### src/hdl/pvm_pkg.sv
`default_nettype none
// ----------------------------------------------------------------------------
// PCM voice mixer package
// Shared types and request codes for the four-voice PCM sample mixer.
// ----------------------------------------------------------------------------
package pvm_pkg;

    localparam int SAMPLE_W  = 8;
    localparam int GAIN_W    = 8;
    localparam int MUL_A_W   = 10;
    localparam int PAN_CENTER = 128;

    typedef logic signed [SAMPLE_W-1:0] sample_t;
    typedef logic [GAIN_W-1:0]          gain_t;
    typedef logic signed [MUL_A_W-1:0]  mul_a_t;

    typedef enum logic [2:0] {
        REQ_MIX       = 3'd0,
        REQ_WRITE     = 3'd1,
        REQ_START     = 3'd2,
        REQ_STOP_LOOP = 3'd3,
        REQ_VOLUME    = 3'd4,
        REQ_PAN       = 3'd5,
        REQ_PITCH     = 3'd6
    } req_code_t;

endpackage : pvm_pkg
`default_nettype wire

### src/hdl/pvm_scale_unit.sv
`default_nettype none
// ----------------------------------------------------------------------------
// PCM voice mixer scale unit
// Shared signed-by-unsigned multiplier whose registered result is the
// product divided by 256, rounded toward minus infinity, kept to 8 bits.
// ----------------------------------------------------------------------------
module pvm_scale_unit (
    input  wire logic           clk,
    input  wire pvm_pkg::mul_a_t a,
    input  wire pvm_pkg::gain_t  b,
    output pvm_pkg::gain_t       res
);
    import pvm_pkg::*;

    logic signed [MUL_A_W+GAIN_W:0] prod;

    assign prod = a * $signed({1'b0, b});

    always_ff @(posedge clk)
    begin
        res <= prod[GAIN_W+SAMPLE_W-1:GAIN_W];
    end

endmodule : pvm_scale_unit
`default_nettype wire

### config.mk
export PLATFORM = sky130hd
export DESIGN_NAME = pvm_scale_unit
export DESIGN_NICKNAME = d
export VERILOG_FILES = /design/src/hdl/pvm_pkg.sv /design/src/hdl/pvm_scale_unit.sv
export SDC_FILE = /design/constraint.sdc
export NUM_CORES = 1
export LEC_CHECK = 0
export ABC_AREA = 1
export BUFFER_PORTS_ARGS = -buffer_cell sky130_fd_sc_hd__buf_2
export CORE_ASPECT_RATIO = 2
export CORE_MARGIN = 2
export CORE_UTILIZATION = 54
export CTS_CLUSTER_SIZE = 14
export DETAILED_ROUTE_END_ITERATION = 8
export PLACE_DENSITY = 0.74
export SYNTH_ARGS = -nofsm -noshare
export SYNTH_HDL_FRONTEND = slang
export SYNTH_SLANG_ARGS = --single-unit
### constraint.sdc
create_clock -name clk -period 5.4 [get_ports clk]
set_input_delay 1.35 -clock clk [delete_from_list [all_inputs] [get_ports clk]]
set_output_delay 1.35 -clock clk [all_outputs]
set_load 0.02 [all_outputs]
==> metrics <==
die area 6110 um2; drt first-iter violations 89; Placed Cells 483; worst hold slack 1.82 ns; FP Rows 38; DR WL/cell 12.9 um; sequential element share of the synthesized area 0.0543; top flop regs res x8; CTS H-tree depth 1; leading cell type in the layout, fill and taps excluded inv_1; unrepaired setup endpoints after global routing false; M2 GR Usage 0.466; nets 530; CTS max path bufs 2; period utilization 0.924; Core Area 5330 um2; Via density 4.90; clock sinks 8; Ys Warns 0; number of synthesized register bits 8; DRT antenna net count 0; post-synth top area cell fa_1; Net Sw Frac 0.541; Logic pwr share 0.854; initial antenna violation count 0; worst slack, placed 0.138 ns; PwrDens 393 nW/um2; max FFs per register 8; final worst slack 0.408 ns; Worst slew margin 0.817; drt pass-1 iters 4; met1 usage 0.282; CTS tree built; Num CTS Buffers 3; first-pass GRT wire length 11.4 mm; Reg power frac 0.089; Yosys top cell area share 0.380; total of max-cap violations 0; vias in the first global route 2508; DR vias 2383; layout overhead on the synthesized area 6.40%; syn_area_per_cell 7.18 um2; maximum clock frequency 200 MHz; most frequent cells in the layout 132 x inv_1, 121 x nand2_1, 56 x fa_1; CTS Root Cell clkbuf_8; post-route insts no fill 486; worst-margin pin slew 0.274 ns; Clk pin slew, worst setup/hold paths 0.04 ns; cell count after synthesis 411; design area 3140 um2; # diodes 0; Synth Net Count 513; critical path arrival 5.11 ns; drt total wl 6.27 mm; Clk pwr share 0.057; library cells used by synthesis 21; met3 GRT Util 0.0311; crit path time final 4.99 ns; main area contributors after synthesis fa_1 38%, inv_1 17%, nand2_1 15%; post-CTS sizing 0; Final Hold Viols 0; Setup-failing EPs final 0; ys flop type dfxtp_1; Slew Viols, Final 0; DP Wirelength 5.55 mm; placer congestion estimate 0.872; Die Y 109 um; EDFF count, synth 0; Internal Power 0.000567 W; gr busiest metal met2; grt ovf 0; Initial Utilization 0.554; die width 56.3 um; Biggest register res; Lkg Pwr 2.03 nW; Global Route Usage Sum 0.239; Mapped Area 2950 um2; setup_tns 0 ns; Synth async-reset ratio 0; worst min path class in2reg; Post-DP Area 3100 um2; crit start category input pin; Max Fanout on Critical Path 9; CP endpoint kind flip-flop; status completed; Psw 0.000668 W; critical path class in2reg; hold_buf cts 0; share of cells above drive strength 1 0.0822; maximum vdd ir drop 0.319 mV; Post CTS Setup Buffer Count 0; IO Count 27; drc violations 0; CP required 5.52 ns; Buffers on Ports 26; largest net degree at the start of global routing 11
[synth_stat cells, types with 4 or more instances]
cell and count:
nand2_2 4, nand3_1 9, nand2_1 121, fa_1 56, xnor2_1 4, dfxtp_1 8, o21ai_0 4, inv_1 132
clkbuf_1 10, ha_1 27, a21oi_1 10, buf_2 4, nor2_1 6, xor2_1 8
[cells by family after synthesis]
family | after synthesis | share of synthesized area
and+or+nand+nor | 143 | 0.192
DFF | 8 | 0.0543
AOI/OAI and AO/OA | 18 | 0.0339
xor gates and xnor gates | 12 | 0.0356
adders and majority gates | 83 | 0.494
buffers and inverters | 147 | 0.190
[per-layer routing]
metal  up-vias  wire (um)
met2        37       3570
met3         8        173
li1       1176          -
met1      1162       2440
met5         -          0
met4         0         89
[area by class of cell]
cell class	count	area (um2)
clock buffer	3	41.3
multi-input combinational	256	2230
tap	60	75.1
inverter	132	495
timing repair buffer	27	138
sequential	8	160
fill	526	2180
[path summary, 6_finish.rpt]
kind / depth (start not counted) / to / slack [ns] / start
hold / removal: 8 / res[7]$_DFF_P_ / 1.82 / a[9]
setup / recovery: 17 / res[7]$_DFF_P_ / 0.41 / b[0]
[worst max-delay path, cell delays in order]
cell	delay (ns)
buf_2	0.18
nand2_1	0.13
inv_1	0.12
fa_1	0.50
buf_4	0.20
fa_1	0.53
inv_1	0.05
fa_1	0.46
fa_1	0.54
inv_1	0.04
ha_1	0.32
nand2_1	0.08
nor2_1	0.12
nor3b_1	0.28
a21oi_1	0.11
nand3_1	0.07
nand2_1	0.05
[stage by stage]
stage	utilization	total power, W
2_1_floorplan	-	0.000931
3_3_place_gp	0.582	0.00117
3_5_place_dp	0.582	0.00118
4_1_cts	0.590	0.00126
5_1_grt	0.590	0.00142
6_report	0.590	0.00123
[power by group through the flow]
stage | Sequential, W | Combinational [W] | Clock, W
2_1_floorplan | 0.000154 | 0.000777 | 0
3_3_place_gp | 0.000112 | 0.00106 | 0
3_5_place_dp | 0.000110 | 0.00107 | 0
4_1_cts | 0.000111 | 0.00107 | 0.0000720
5_1_grt | 0.000114 | 0.00123 | 0.0000760
6_report | 0.000110 | 0.00105 | 0.0000700
Power figures use the tool's default switching activity.
